`src/hw/rtl/upd_pkg.sv`:
```
`timescale 1ns / 1ps
// shared types, character codes and helper functions for the url percent decoder
// no dependencies

package upd_pkg;

  localparam int QUEUE_DEPTH = 4;

  localparam logic [7:0] CH_PLUS    = 8'h2B;
  localparam logic [7:0] CH_PERCENT = 8'h25;
  localparam logic [7:0] CH_SPACE   = 8'h20;

  // mode register codes
  localparam logic MODE_FULL       = 1'b0;
  localparam logic MODE_UNRESERVED = 1'b1;

  // register byte offsets (bit 2 of paddr selects the register)
  localparam logic REG_MODE = 1'b0;

  // one decoded group of up to three bytes, last flag applies to the final byte
  typedef struct packed {
    logic [1:0]      count;
    logic [2:0][7:0] bytes;
    logic            last;
  } upd_cmd_t;

  function automatic logic [3:0] hex_value(input logic [7:0] c);
    logic [7:0] d;
    begin
      d = 8'h00;
      if (c >= 8'h30 && c <= 8'h39) begin
        d = c - 8'h30;
      end else if (c >= 8'h61 && c <= 8'h66) begin
        d = c - 8'h57;
      end else if (c >= 8'h41 && c <= 8'h46) begin
        d = c - 8'h37;
      end
      return d[3:0];
    end
  endfunction

  function automatic logic is_unreserved(input logic [7:0] c);
    begin
      return (c >= 8'h61 && c <= 8'h7A) || (c >= 8'h41 && c <= 8'h5A) ||
             (c >= 8'h30 && c <= 8'h39) || c == 8'h2D || c == 8'h2E ||
             c == 8'h5F || c == 8'h7E;
    end
  endfunction

endpackage

```
`src/hw/rtl/upd_front.sv`:
```
`timescale 1ns / 1ps
// front end: escape tracking and classification of each input byte into a group
// depends on upd_pkg

module upd_front (
  input  logic              clk,
  input  logic              rst,
  input  logic              accept,
  input  logic [7:0]        in_byte,
  input  logic              in_last,
  input  logic              mode,
  output logic              cmd_valid,
  output upd_pkg::upd_cmd_t cmd
);

  typedef enum logic [1:0] {
    PH_IDLE  = 2'd0,
    PH_PCT   = 2'd1,
    PH_DIGIT = 2'd2
  } phase_t;

  phase_t     phase, phase_next;
  logic [7:0] held_digit;
  logic [7:0] plain;
  logic [7:0] value;

  assign plain = (mode == upd_pkg::MODE_FULL && in_byte == upd_pkg::CH_PLUS) ?
                 upd_pkg::CH_SPACE : in_byte;
  assign value = {upd_pkg::hex_value(held_digit), upd_pkg::hex_value(in_byte)};

  always_comb begin
    phase_next = PH_IDLE;
    cmd.count  = 2'd0;
    cmd.bytes  = '0;
    cmd.last   = in_last;
    unique case (phase)
      PH_PCT: begin
        if (in_last) begin
          cmd.count    = 2'd2;
          cmd.bytes[0] = upd_pkg::CH_PERCENT;
          cmd.bytes[1] = plain;
        end else begin
          phase_next = PH_DIGIT;
        end
      end
      PH_DIGIT: begin
        if (mode == upd_pkg::MODE_FULL || upd_pkg::is_unreserved(value)) begin
          cmd.count    = 2'd1;
          cmd.bytes[0] = value;
        end else begin
          cmd.count    = 2'd3;
          cmd.bytes[0] = upd_pkg::CH_PERCENT;
          cmd.bytes[1] = held_digit;
          cmd.bytes[2] = in_byte;
        end
      end
      default: begin
        // unused phase code behaves as idle
        if (in_byte == upd_pkg::CH_PERCENT && !in_last) begin
          phase_next = PH_PCT;
        end else begin
          cmd.count    = 2'd1;
          cmd.bytes[0] = plain;
        end
      end
    endcase
  end

  assign cmd_valid = accept && (cmd.count != 2'd0);

  always_ff @(posedge clk) begin
    if (rst) begin
      phase      <= PH_IDLE;
      held_digit <= 8'h00;
    end else if (accept) begin
      phase <= phase_next;
      if (phase == PH_PCT) begin
        held_digit <= in_byte;
      end
    end
  end

endmodule

```
`src/hw/rtl/upd_queue.sv`:
```
`timescale 1ns / 1ps
// short register queue of decoded groups between front and back end
// depends on upd_pkg

module upd_queue #(
  parameter int DEPTH = upd_pkg::QUEUE_DEPTH
) (
  input  logic              clk,
  input  logic              rst,
  input  logic              push,
  input  upd_pkg::upd_cmd_t push_cmd,
  input  logic              pop,
  output upd_pkg::upd_cmd_t head,
  output logic              empty,
  output logic              full
);

  localparam int AW = (DEPTH > 1) ? $clog2(DEPTH) : 1;
  localparam int CW = $clog2(DEPTH + 1);

  upd_pkg::upd_cmd_t entries [DEPTH];
  logic [AW-1:0]     wr_ptr;
  logic [AW-1:0]     rd_ptr;
  logic [CW-1:0]     count;

  assign empty = (count == '0);
  assign full  = (count == CW'(DEPTH));
  assign head  = entries[rd_ptr];

  always_ff @(posedge clk) begin
    if (push) begin
      entries[wr_ptr] <= push_cmd;
    end
  end

  always_ff @(posedge clk) begin
    if (rst) begin
      wr_ptr <= '0;
      rd_ptr <= '0;
      count  <= '0;
    end else begin
      if (push) begin
        wr_ptr <= (wr_ptr == AW'(DEPTH - 1)) ? '0 : wr_ptr + 1'b1;
      end
      if (pop) begin
        rd_ptr <= (rd_ptr == AW'(DEPTH - 1)) ? '0 : rd_ptr + 1'b1;
      end
      if (push && !pop) begin
        count <= count + 1'b1;
      end else if (pop && !push) begin
        count <= count - 1'b1;
      end
    end
  end

endmodule

```
`src/hw/rtl/upd_back.sv`:
```
`timescale 1ns / 1ps
// back end: unpacks each group into single bytes on the output register
// depends on upd_pkg

module upd_back (
  input  logic              clk,
  input  logic              rst,
  input  upd_pkg::upd_cmd_t head,
  input  logic              empty,
  output logic              pop,
  output logic              out_valid,
  input  logic              out_stall,
  output logic [7:0]        out_byte,
  output logic              out_last
);

  logic [1:0] sel;
  logic       load;
  logic       final_byte;
  logic [7:0] pick;

  assign load       = !empty && (!out_valid || !out_stall);
  assign final_byte = (sel == head.count - 2'd1);
  assign pop        = load && final_byte;

  always_comb begin
    case (sel)
      2'd0:    pick = head.bytes[0];
      2'd1:    pick = head.bytes[1];
      default: pick = head.bytes[2];
    endcase
  end

  always_ff @(posedge clk) begin
    if (rst) begin
      out_valid <= 1'b0;
      sel       <= 2'd0;
    end else begin
      if (load) begin
        out_valid <= 1'b1;
        sel       <= final_byte ? 2'd0 : sel + 2'd1;
      end else if (!out_stall) begin
        out_valid <= 1'b0;
      end
    end
  end

  always_ff @(posedge clk) begin
    if (load) begin
      out_byte <= pick;
      out_last <= head.last && final_byte;
    end
  end

endmodule

```
`src/hw/rtl/url_percent_decoder.sv`:
```
`timescale 1ns / 1ps
// top level of the url percent decoder: mode register, front end, queue, back end
// depends on upd_pkg, upd_front, upd_queue, upd_back
//
// usage
// - input channel in_valid/in_stall carries one encoded byte per transfer with
//   in_last on the final byte of a string; output channel out_valid/out_stall
//   carries one decoded byte per transfer with out_last on the final byte
// - mode register at byte address 0 over the apb-style port: 0 decodes every
//   escape and turns plus into space, 1 decodes only escapes of unreserved chars
// - an input transfer is classified in the cycle it is taken; a decoded group
//   of one to three bytes enters a queue of QUEUE_DEPTH groups, an empty one does not
// - a byte that produces output is written into the queue and from there into
//   the output register that drives out_byte
// - throughput: one input byte per cycle while the queue has room; the back end
//   drains one byte per cycle while out_stall is low, one byte of a three-byte
//   group after another, and a full queue raises in_stall
// - in_stall is high exactly when the queue is full
// - when the receiver stalls, the output register holds its byte and the
//   queue keeps absorbing input until full
// - reset clears the mode to 0, the escape state, the queue and out_valid;
//   write the mode only while the block is idle

module url_percent_decoder #(
  parameter int QUEUE_DEPTH = upd_pkg::QUEUE_DEPTH
) (
  input  logic        clk,
  input  logic        rst,
  // input channel
  input  logic        in_valid,
  output logic        in_stall,
  input  logic [7:0]  in_byte,
  input  logic        in_last,
  // output channel
  output logic        out_valid,
  input  logic        out_stall,
  output logic [7:0]  out_byte,
  output logic        out_last,
  // configuration port
  input  logic        psel,
  input  logic        penable,
  input  logic        pwrite,
  input  logic [2:0]  paddr,
  input  logic [31:0] pwdata,
  output logic [31:0] prdata,
  output logic        pready
);

  logic              mode;
  logic              accept;
  logic              cmd_valid;
  upd_pkg::upd_cmd_t cmd;
  upd_pkg::upd_cmd_t head;
  logic              q_empty;
  logic              q_full;
  logic              q_pop;

  // config port, single register selected by address bit 2
  assign pready = 1'b1;
  assign prdata = (paddr[2] == upd_pkg::REG_MODE) ? {31'b0, mode} : 32'b0;

  always_ff @(posedge clk) begin
    if (rst) begin
      mode <= upd_pkg::MODE_FULL;
    end else if (psel && penable && pwrite && pready &&
                 paddr[2] == upd_pkg::REG_MODE) begin
      mode <= pwdata[0];
    end
  end

  // input transfer whenever the queue has room
  assign in_stall = q_full;
  assign accept   = in_valid && !q_full;

  upd_front u_front (
    .clk       (clk),
    .rst       (rst),
    .accept    (accept),
    .in_byte   (in_byte),
    .in_last   (in_last),
    .mode      (mode),
    .cmd_valid (cmd_valid),
    .cmd       (cmd)
  );

  upd_queue #(
    .DEPTH (QUEUE_DEPTH)
  ) u_queue (
    .clk      (clk),
    .rst      (rst),
    .push     (cmd_valid),
    .push_cmd (cmd),
    .pop      (q_pop),
    .head     (head),
    .empty    (q_empty),
    .full     (q_full)
  );

  upd_back u_back (
    .clk       (clk),
    .rst       (rst),
    .head      (head),
    .empty     (q_empty),
    .pop       (q_pop),
    .out_valid (out_valid),
    .out_stall (out_stall),
    .out_byte  (out_byte),
    .out_last  (out_last)
  );

endmodule

```
`config.mk`:
```
export PLATFORM = sky130hd
export DESIGN_NAME = url_percent_decoder
export DESIGN_NICKNAME = d
export VERILOG_FILES = /design/src/hw/rtl/upd_pkg.sv /design/src/hw/rtl/upd_front.sv /design/src/hw/rtl/upd_queue.sv /design/src/hw/rtl/upd_back.sv /design/src/hw/rtl/url_percent_decoder.sv
export SDC_FILE = /design/constraint.sdc
export NUM_CORES = 1
export LEC_CHECK = 0
export BUFFER_PORTS_ARGS = -buffer_cell sky130_fd_sc_hd__buf_2
export CAP_MARGIN = 20
export CORE_MARGIN = 2
export CORE_UTILIZATION = 45
export CTS_CLUSTER_SIZE = 8
export DETAILED_ROUTE_END_ITERATION = 7
export PLACE_DENSITY = 0.65
export SYNTH_ARGS = -nofsm -noshare
export SYNTH_HDL_FRONTEND = slang
export SYNTH_SLANG_ARGS = --single-unit
```
`constraint.sdc`:
```
create_clock -name clk -period 3.2 [get_ports clk]
set_input_delay 0.16 -clock clk [delete_from_list [all_inputs] [get_ports clk]]
set_output_delay 0.16 -clock clk [all_outputs]
set_load 0.01 [all_outputs]
```
==> impl_metrics.py, run 1 <==
metrics = {
    "yosys": {
        "synthTopCellsByArea": "edfxtp_1, mux4_2, dfxtp_1",
        "ys_ff_latch": 140,
        "yosys_warnings": 0,
        "synth_top_area_share": 0.518,
        "seq_area_frac_synth": 0.586,
        "syn-instance-count": 507,
        "async_flop_share": 0,
        "synthFlopType": "edfxtp_1",
        "synth_edf_count": 117,
        "synthDistinctLibCells": 62,
        "synth.avg_cell_area_sq_um": 13.4,
        "synth_area_sq_mm": 0.00678,
        "yosysTopAreaCell": "edfxtp_1",
    },
    "setup_path": {
        "critPathArrivalTime_ps": 3180,
        "startpoint_type": "register",
        "reg2reg_to": "u_queue.entries[0][7]",
        "slowest_delay_ps": 410,
        "cp_max_fo": 6,
        "r2r_cells": 10,
        "path_cells": "inv_1 > ha_1 > nor3b_1 > nor2_2 > a22o_1 > a31o_2 > nor4_1 > buf_4 > nor3_1 > o21ai_0",
        "crit_buf_inv": 2,
        "worst-path-stages": 10,
        "timing.rr.start": "u_front.held_digit[0]",
        "endpoint_kind": "register",
        "critPathKind": "reg -> reg",
        "critPathSlowestCell": "nor4_1",
        "rrSetupSlack_ps": 190,
        "cp_top_family": "compound AO/OA/AOI/OAI gates",
        "critical_path_required_ps": 3370,
    },
    "routing": {
        "drt_iter0_markers": 407,
        "dr.pass1.iters": 4,
        "ant_nets": 0,
        "routed_wl_mm": 13.7,
        "via_per_inst": 5.55,
        "wl_per_cell_um": 18.2,
        "num_vias": 4175,
        "drc": 0,
    },
    "die": {
        "dieArea_sq_mm": 0.0161,
        "die_w_um": 127,
        "num_io_pins": 95,
        "core_area_sq_mm": 0.0146,
        "fp.dieH_um": 127,
        "initial_core_util": 0.463,
        "rows": 44,
    },
    "hold_path": {
        "worstHoldPathCells": 1,
        "hold_path_class": "in -> reg",
        "hp-start": "in_last",
        "min_to": "u_queue.entries[0][0]",
    },
    "placement": {
        "dp_hpwl_mm": 9.18,
        "place.gp.congestion": 0.894,
        "portBuffers": 29,
    },
    "global_route": {
        "grt.met3_usage": 0.0434,
        "track_usage": 0.179,
        "overflow": 0,
        "grt.busiest_layer": "met2",
        "grt_max_degree": 28,
        "antenna_found_initial": 0,
        "grt_pass1_wl_mm": 21.8,
        "grt_use_met1": 0.237,
        "grtUsageMet2": 0.289,
        "grt_pass1_vias": 4076,
    },
    "sta": {
        "hold_slack_ps": 64.6,
        "max_freq_mhz": 332,
        "hold_violations": 0,
        "drv_slew": 0,
        "fin_worst_skew_ps": 6.55,
        "slew_headroom": 0.558,
        "finalCritPeriodShare": 0.940,
        "finalSetupViolCount": 0,
        "tightest_slew_ps": 654,
        "tns_ps": 0,
        "rsz0062_at_grt": "false",
        "period_minus_slack_ps": 3010,
    },
    "finish": {
        "areaGrowthSynthToFinish_pct": 14.4,
        "final_cell_mix": "edfxtp_1, nor2_1, conb_1, buf_2, mux4_2",
        "seqCellArea_sq_mm": 0.00398,
        "drive_above_1_share": 0.224,
        "multi_input_area_sq_mm": 0.00253,
        "layout.cells.most_common": "edfxtp_1",
        "nFillCells": 1221,
        "diodes": 0,
        "nets": 625,
    },
    "clocking": {
        "cts_htree_levels": 4,
        "clk_latency_ps": 420,
        "tritoncts_num_sinks": 140,
        "cts_made_buffers": 17,
        "cts_root_buffer": "clkbuf_16",
        "cts_setup_buffers": 0,
        "path_clk_slew_ps": 60,
        "cts_tree": "yes",
        "cts.path.max_buffers": 2,
    },
    "pwr": {
        "pwr_density_cell_mw_per_mm2": 709,
        "p_leak_uw": 0.00281,
        "vdd_ir_drop_max_uv": 371,
    },
    "run_status": {
        "status": "finished, final reports clean",
    },
    "run": {
        "cap_violations": 0,
    },
}
==> per-layer routing <==
layer | share of wire | vias up
met5 | 0 | -
li1 | - | 1955
met4 | 0.021 | 0
met3 | 0.056 | 24
met2 | 0.48 | 142
met1 | 0.44 | 2054
==> per-stage QoR <==
step / worst slack (ps) / total power (uW) / instances / area (sq um) / utilization
3_3_place_gp: 190 / 3540 / 718 / 7090 / 0.484
6_report: 191 / 5500 / 752 / 7760 / 0.530
5_1_grt: 17.8 / 5760 / 752 / 7760 / 0.530
2_1_floorplan: 219 / 3250 / 537 / 6890 / -
4_1_cts: 125 / 5560 / 752 / 7710 / 0.527
3_5_place_dp: 94.3 / 3590 / 718 / 7090 / 0.484
==> Yosys cell counts (3+ instances only) <==
| master | instances |
|---|---|
| ha_1 | 18 |
| nor2_1 | 44 |
| a211oi_1 | 4 |
| buf_2 | 3 |
| nor4b_1 | 3 |
| mux2i_1 | 13 |
| nor4_1 | 3 |
| nand2_1 | 24 |
| dfxtp_1 | 23 |
| buf_6 | 4 |
| xnor2_1 | 3 |
| and2_1 | 9 |
| nor3b_1 | 3 |
| nor2b_1 | 15 |
| or3_1 | 3 |
| nand3_1 | 17 |
| a21oi_1 | 19 |
| clkbuf_1 | 15 |
| edfxtp_1 | 117 |
| buf_4 | 32 |
| o31ai_1 | 4 |
| nor3_1 | 6 |
| nand2b_1 | 4 |
| mux4_2 | 27 |
| buf_1 | 4 |
| o21ai_0 | 12 |
| o21bai_1 | 3 |
| nand4_1 | 5 |
| a221o_1 | 8 |
| inv_1 | 17 |
==> flip-flops by register name (all words and copies together) (netlist names), named ones only <==
signal / flops
u_queue.entries: 108
u_back.out_byte: 8
u_front.held_digit: 8
u_queue.count: 3
u_back.sel: 2
u_front.phase: 2
u_queue.rd_ptr: 2
u_queue.wr_ptr: 2
mode: 1
u_back.out_last: 1
u_back.out_valid: 1
==> worst max-delay path by stage <==
stage / startpoint / endpoint / slack [ps]
final: u_front.held_digit[0] / u_queue.entries[0][7] / 190
after global routing: u_front.held_digit[0] / u_queue.entries[1][2] / 20
after CTS: u_front.held_digit[0] / u_queue.entries[1][5] / 120
after detailed placement: in_byte[3] / u_queue.entries[3][14] / 90
after global placement: in_byte[3] / u_queue.entries[0][14] / 190
after floorplan: register / u_queue.count[2] / 220
==> what timing repair did <==
| item | in CTS | in global routing |
|---|---|---|
| endpoints found under the setup margin | 0 | 67 |
| endpoints found under the hold margin | 2 | 0 |
| gates resized for setup | 0 | 15 |
| hold buffers | 2 | 0 |
==> logic make-up (layout without fill, tap and decap cells) <==
kind of cell | count (synthesis) | in the layout | share of synthesized area
DFF | 140 | 140 | 0.586
other | 2 | 32 | 0.00111
and+or+nand+nor | 150 | 150 | 0.117
adders and majority gates | 19 | 19 | 0.0362
muxes | 40 | 40 | 0.109
xor gates and xnor gates | 5 | 5 | 0.00646
buffers and inverters | 75 | 106 | 0.0642
AOI/OAI and AO/OA | 76 | 76 | 0.0801
==> final cells by class <==
cell class | count | area share
repair buffers | 57 | 0.0465
multi-input cells | 322 | 0.326
well taps | 184 | 0.0297
clock inverters | 15 | 0.0223
clock buffers | 17 | 0.0548
inverters | 17 | 0.00823
flip-flops and latches | 140 | 0.513
==> worst reg2reg max path: stages (launching register included) <==
cell and delay [ps]:
dfxtp_1 370, inv_1 160, ha_1 210, nor3b_1 300, nor2_2 110, a22o_1 300
a31o_2 220, nor4_1 410, buf_4 210, nor3_1 60, o21ai_0 400
==> report_power, final <==
group | internal [uW] | leakage (uW) | switching, uW
registers | 2250 | 0.00126 | 88.1
clock network | 1220 | 0.000271 | 747
logic | 547 | 0.00128 | 647
No activity file was read; power rests on OpenSTA's default activity.
==> run 2, diff against run 1 <==
==> constraint.sdc (replaced) <==
create_clock -name clk -period 3.05 [get_ports clk]
set_input_delay 0.1525 -clock clk [delete_from_list [all_inputs] [get_ports clk]]
set_output_delay 0.1525 -clock clk [all_outputs]
set_load 0.01 [all_outputs]
==> impl_metrics.py, run 2 (synthesis results as in run 1) <==
metrics = {
    "sta": {
        "slew_headroom": 0.535,
        "hold_violations": 0,
        "fin_worst_skew_ps": 8.28,
        "period_minus_slack_ps": 2890,
        "setup_slack_ps": 164,
        "rsz0062_at_grt": "true",
        "finalCritPeriodShare": 0.946,
        "hold_slack_ps": 38.1,
        "tightest_slew_ps": 691,
        "max_freq_mhz": 346,
        "finalSetupViolCount": 0,
        "drv_slew": 0,
    },
    "setup_path": {
        "critPathKind": "reg -> reg",
        "cp_max_fo": 6,
        "endpoint_kind": "register",
        "startpoint_type": "register",
        "critical_path_required_ps": 3180,
        "critPathArrivalTime_ps": 3010,
    },
    "pwr": {
        "switching_power_uw": 1640,
        "p_leak_uw": 0.00291,
        "swShare": 0.286,
        "power_frac_clock": 0.351,
        "pwr_density_cell_mw_per_mm2": 728,
        "cell_internal_pwr_uw": 4100,
        "seqPwrFrac": 0.427,
        "pwr-share-comb": 0.221,
        "vdd_ir_drop_max_uv": 413,
    },
    "routing": {
        "wl_per_cell_um": 18.2,
        "num_vias": 4165,
        "routed_wl_mm": 14.0,
        "via_per_inst": 5.44,
        "ant_nets": 0,
        "dr.pass1.iters": 4,
        "drc": 0,
        "drt_iter0_markers": 406,
    },
    "clocking": {
        "path_clk_slew_ps": 60,
        "cts_made_buffers": 17,
        "tritoncts_num_sinks": 140,
        "cts.path.max_buffers": 2,
        "clk_latency_ps": 420,
        "cts_tree": "yes",
        "cts_root_buffer": "clkbuf_16",
        "cts_htree_levels": 4,
    },
    "global_route": {
        "track_usage": 0.184,
        "grt_max_degree": 28,
        "grt_pass1_vias": 4235,
        "grt_pass1_wl_mm": 22.4,
        "antenna_found_initial": 0,
        "overflow": 0,
    },
    "die": {
        "die_w_um": 127,
        "initial_core_util": 0.463,
        "rows": 44,
        "num_io_pins": 95,
        "core_area_sq_mm": 0.0146,
        "fp.dieH_um": 127,
        "dieArea_sq_mm": 0.0161,
    },
    "finish": {
        "final_cell_mix": "edfxtp_1, nor2_1, buf_4, conb_1, buf_2",
        "layout.cells.most_common": "edfxtp_1",
        "regMostFlops": "u_queue.entries",
        "reg.largest.list": "u_queue.entries: 108 flops, u_back.out_byte: 8 flops, u_front.held_digit: 8 flops",
        "diodes": 0,
        "instances_no_fill": 766,
        "post-route-util": 0.539,
        "largest_register_ffs": 108,
        "nets": 639,
        "drive_above_1_share": 0.246,
        "areaGrowthSynthToFinish_pct": 16.4,
    },
    "run_status": {
        "status": "finished, final reports clean",
    },
    "placement": {
        "dp.cells": 732,
        "place.gp.congestion": 0.903,
        "dp_hpwl_mm": 9.25,
        "portBuffers": 29,
        "post-place-ws_ps": 32.0,
    },
    "hold_path": {
        "hold_path_class": "in -> reg",
    },
    "run": {
        "cap_violations": 0,
    },
}
==> run 2: changes by cell type in the layout (fill, tap and decap cells not counted), moves of 3 or more <==
cell	before	now
buf_4	26	37
buf_12	0	3
clkinv_1	3	0
clkinvlp_4	6	3
inv_8	0	3
o21ai_0	6	9
o21ai_1	7	4
==> run 2: through the flow <==
step,power [uW],cell area [sq um],setup TNS [ps]
after CTS,5810,7840,0
after detailed placement,3780,7240,0
after floorplan,3410,6890,0
final,5750,7890,0
after global routing,6020,7890,-150
after global placement,3740,7240,0
==> run 2: power groups by stage <==
stage | combinational [uW] | sequential, uW | clock, uW
after floorplan | 907 | 2500 | 0
after global placement | 1260 | 2480 | 0
after detailed placement | 1280 | 2500 | 0
after CTS | 1290 | 2460 | 2060
after global routing | 1400 | 2480 | 2140
final | 1270 | 2460 | 2020
==> run 2: repair_timing <==
item                       CTS  global route
buffers inserted             0             0
hold endpoints to repair     2             0
gates resized for setup      0            12
setup endpoints to repair    0           100
hold buffers                 2             0
==> run 2: layout make-up <==
cell class                 instances  area (sq um)
tap                              184           230
clock buffer                      17           425
sequential                       140          3980
fill                            1229          6750
clock inverter                    15           160
inverter                          17          63.8
timing repair buffer              71           503
multi-input combinational        322          2530
==> run 2: path summary, 6_finish.rpt <==
| kind | cells past startpoint | slack [ps] | start | end |
|---|---|---|---|---|
| min | 1 | 40 | in_last | u_queue.entries[3][0] |
| max | 10 | 160 | u_front.held_digit[0] | u_queue.entries[2][6] |
| max reg2reg | 10 | 160 | u_front.held_digit[0] | u_queue.entries[2][6] |
| min reg2reg | 2 | 480 | u_back.out_valid | u_back.out_valid |
==> run 2: worst max-delay path, stage by stage, from the launching register on <==
cell and delay, ps:
dfxtp_2 390, inv_1 100, ha_1 240, o21bai_1 140, a21oi_1 110, buf_4 160
a22o_1 270, nor4b_4 330, nor4_4 60, a21o_1 210, o21ai_0 580
==> run 2: per-layer routing <==
metal | vias to the layer above | routed length [um] | global-route usage
met4 | 0 | 95 | 0.0595
met3 | 7 | 734 | 0.0443
met2 | 128 | 6980 | 0.308
met5 | - | 0 | 0
li1 | 1990 | - | -
met1 | 2040 | 6160 | 0.239
==> run 3, diff against run 2 <==
--- a/config.mk
+++ b/config.mk
@@ -11,7 +11,7 @@
 export CORE_UTILIZATION = 45
 export CTS_CLUSTER_SIZE = 8
 export DETAILED_ROUTE_END_ITERATION = 7
-export PLACE_DENSITY = 0.65
+export PLACE_DENSITY = 0.76
 export SYNTH_ARGS = -nofsm -noshare
 export SYNTH_HDL_FRONTEND = slang
 export SYNTH_SLANG_ARGS = --single-unit
==> impl_metrics.py, run 3 (synthesis results as in run 1) <==
metrics = {
    "finish": {
        "instances_no_fill": 765,
        "largest_register_ffs": 108,
        "nets": 638,
        "diodes": 0,
        "layout.cells.most_common": "edfxtp_1",
        "reg.largest.list": "u_queue.entries: 108 flops, u_back.out_byte: 8 flops, u_front.held_digit: 8 flops",
        "regMostFlops": "u_queue.entries",
        "drive_above_1_share": 0.239,
        "final_cell_mix": "edfxtp_1, nor2_1, buf_4, conb_1, buf_2",
        "areaGrowthSynthToFinish_pct": 16.5,
    },
    "setup_path": {
        "critPathKind": "reg -> reg",
        "critPathArrivalTime_ps": 3080,
        "critical_path_required_ps": 3180,
        "startpoint_type": "register",
        "cp_max_fo": 10,
        "endpoint_kind": "register",
    },
    "routing": {
        "drc": 0,
        "drt_iter0_markers": 379,
        "num_vias": 4273,
        "ant_nets": 0,
        "via_per_inst": 5.59,
        "routed_wl_mm": 13.7,
        "wl_per_cell_um": 17.9,
        "dr.pass1.iters": 5,
    },
    "sta": {
        "hold_slack_ps": 28.4,
        "max_freq_mhz": 339,
        "slew_headroom": 0.601,
        "finalCritPeriodShare": 0.968,
        "period_minus_slack_ps": 2950,
        "tightest_slew_ps": 594,
        "fin_worst_skew_ps": 16.7,
        "hold_violations": 0,
        "finalSetupViolCount": 0,
        "rsz0062_at_grt": "true",
        "drv_slew": 0,
    },
    "clocking": {
        "cts.path.max_buffers": 2,
        "cts_setup_buffers": 0,
        "clk_latency_ps": 420,
        "cts_tree": "yes",
        "cts_root_buffer": "clkbuf_16",
        "tritoncts_num_sinks": 140,
        "cts_htree_levels": 4,
        "path_clk_slew_ps": 50,
        "cts_made_buffers": 17,
    },
    "die": {
        "core_area_sq_mm": 0.0146,
        "rows": 44,
        "num_io_pins": 95,
        "fp.dieH_um": 127,
        "die_w_um": 127,
        "dieArea_sq_mm": 0.0161,
        "initial_core_util": 0.463,
    },
    "placement": {
        "place.gp.congestion": 0.986,
        "portBuffers": 29,
        "dp.cells": 732,
        "dp_hpwl_mm": 9.34,
    },
    "run": {
        "cap_violations": 0,
    },
    "global_route": {
        "track_usage": 0.178,
        "antenna_found_initial": 0,
        "grt_max_degree": 28,
        "overflow": 0,
        "grt_pass1_wl_mm": 21.7,
        "grt_pass1_vias": 4242,
    },
    "pwr": {
        "pwr_density_cell_mw_per_mm2": 741,
        "vdd_ir_drop_max_uv": 412,
        "power.total_uw": 5850,
        "p_leak_uw": 0.00291,
    },
    "hold_path": {
        "hold_path_class": "in -> reg",
    },
    "run_status": {
        "status": "finished, final reports clean",
    },
}
run 3: cell type report:
| type | count | area (sq um) |
|---|---|---|
| fillers | 1187 | 6750 |
| flip-flops and latches | 140 | 3980 |
| multi-input cells | 322 | 2510 |
| clock buffers | 24 | 526 |
| repair buffers | 70 | 493 |
| well taps | 184 | 230 |
| clock inverters | 8 | 103 |
| inverters | 17 | 63.8 |
run 3: metal layers:
layer / GRT usage / share of wire / up-vias
met5: 0 / 0 / -
li1: - / - / 1985
met4: 0.0737 / 0.017 / 0
met1: 0.220 / 0.41 / 2091
met3: 0.0434 / 0.057 / 23
met2: 0.301 / 0.51 / 174
run 3: critical path: stages, from the launching register on:
cell	delay (ps)
dfxtp_1	320
inv_1	140
ha_1	210
nor3b_1	270
nor2_1	160
a22o_1	290
nor4b_1	340
nor4_1	110
a21o_2	280
o31ai_1	550
run 3: what timing repair did:
action,CTS,global route
hold buffers,1,0
gates resized for setup,0,12
setup endpoints to repair,0,65
hold endpoints to repair,1,0
run 3: final timing paths:
path,startpoint,to,slack (ps),cells after the start
setup / recovery,u_front.held_digit[0],u_queue.entries[2][10],100,9
hold / removal,out_stall,u_back.out_valid,30,3
setup reg to reg,u_front.held_digit[0],u_queue.entries[2][10],100,9
hold reg to reg,u_back.out_valid,u_back.out_valid,490,2
run 3: report_power, final:
part	internal, uW	switching [uW]	total [uW]	leakage (uW)
Sequential	2360	98.4	2460	0.00126
Clock	1370	742	2120	0.000302
Combinational	597	676	1270	0.00135
Total	4330	1520	5850	0.00291
run 3: metrics by stage:
stage,cell area (sq um),utilization,TNS [ps],setup slack [ps]
after floorplan,6890,-,0,68.9
after global placement,7240,0.494,0,122
after detailed placement,7240,0.494,-73.4,-18.4
after CTS,7880,0.538,0,43.0
after global routing,7900,0.539,-667,-59.4
final,7900,0.539,0,96.4
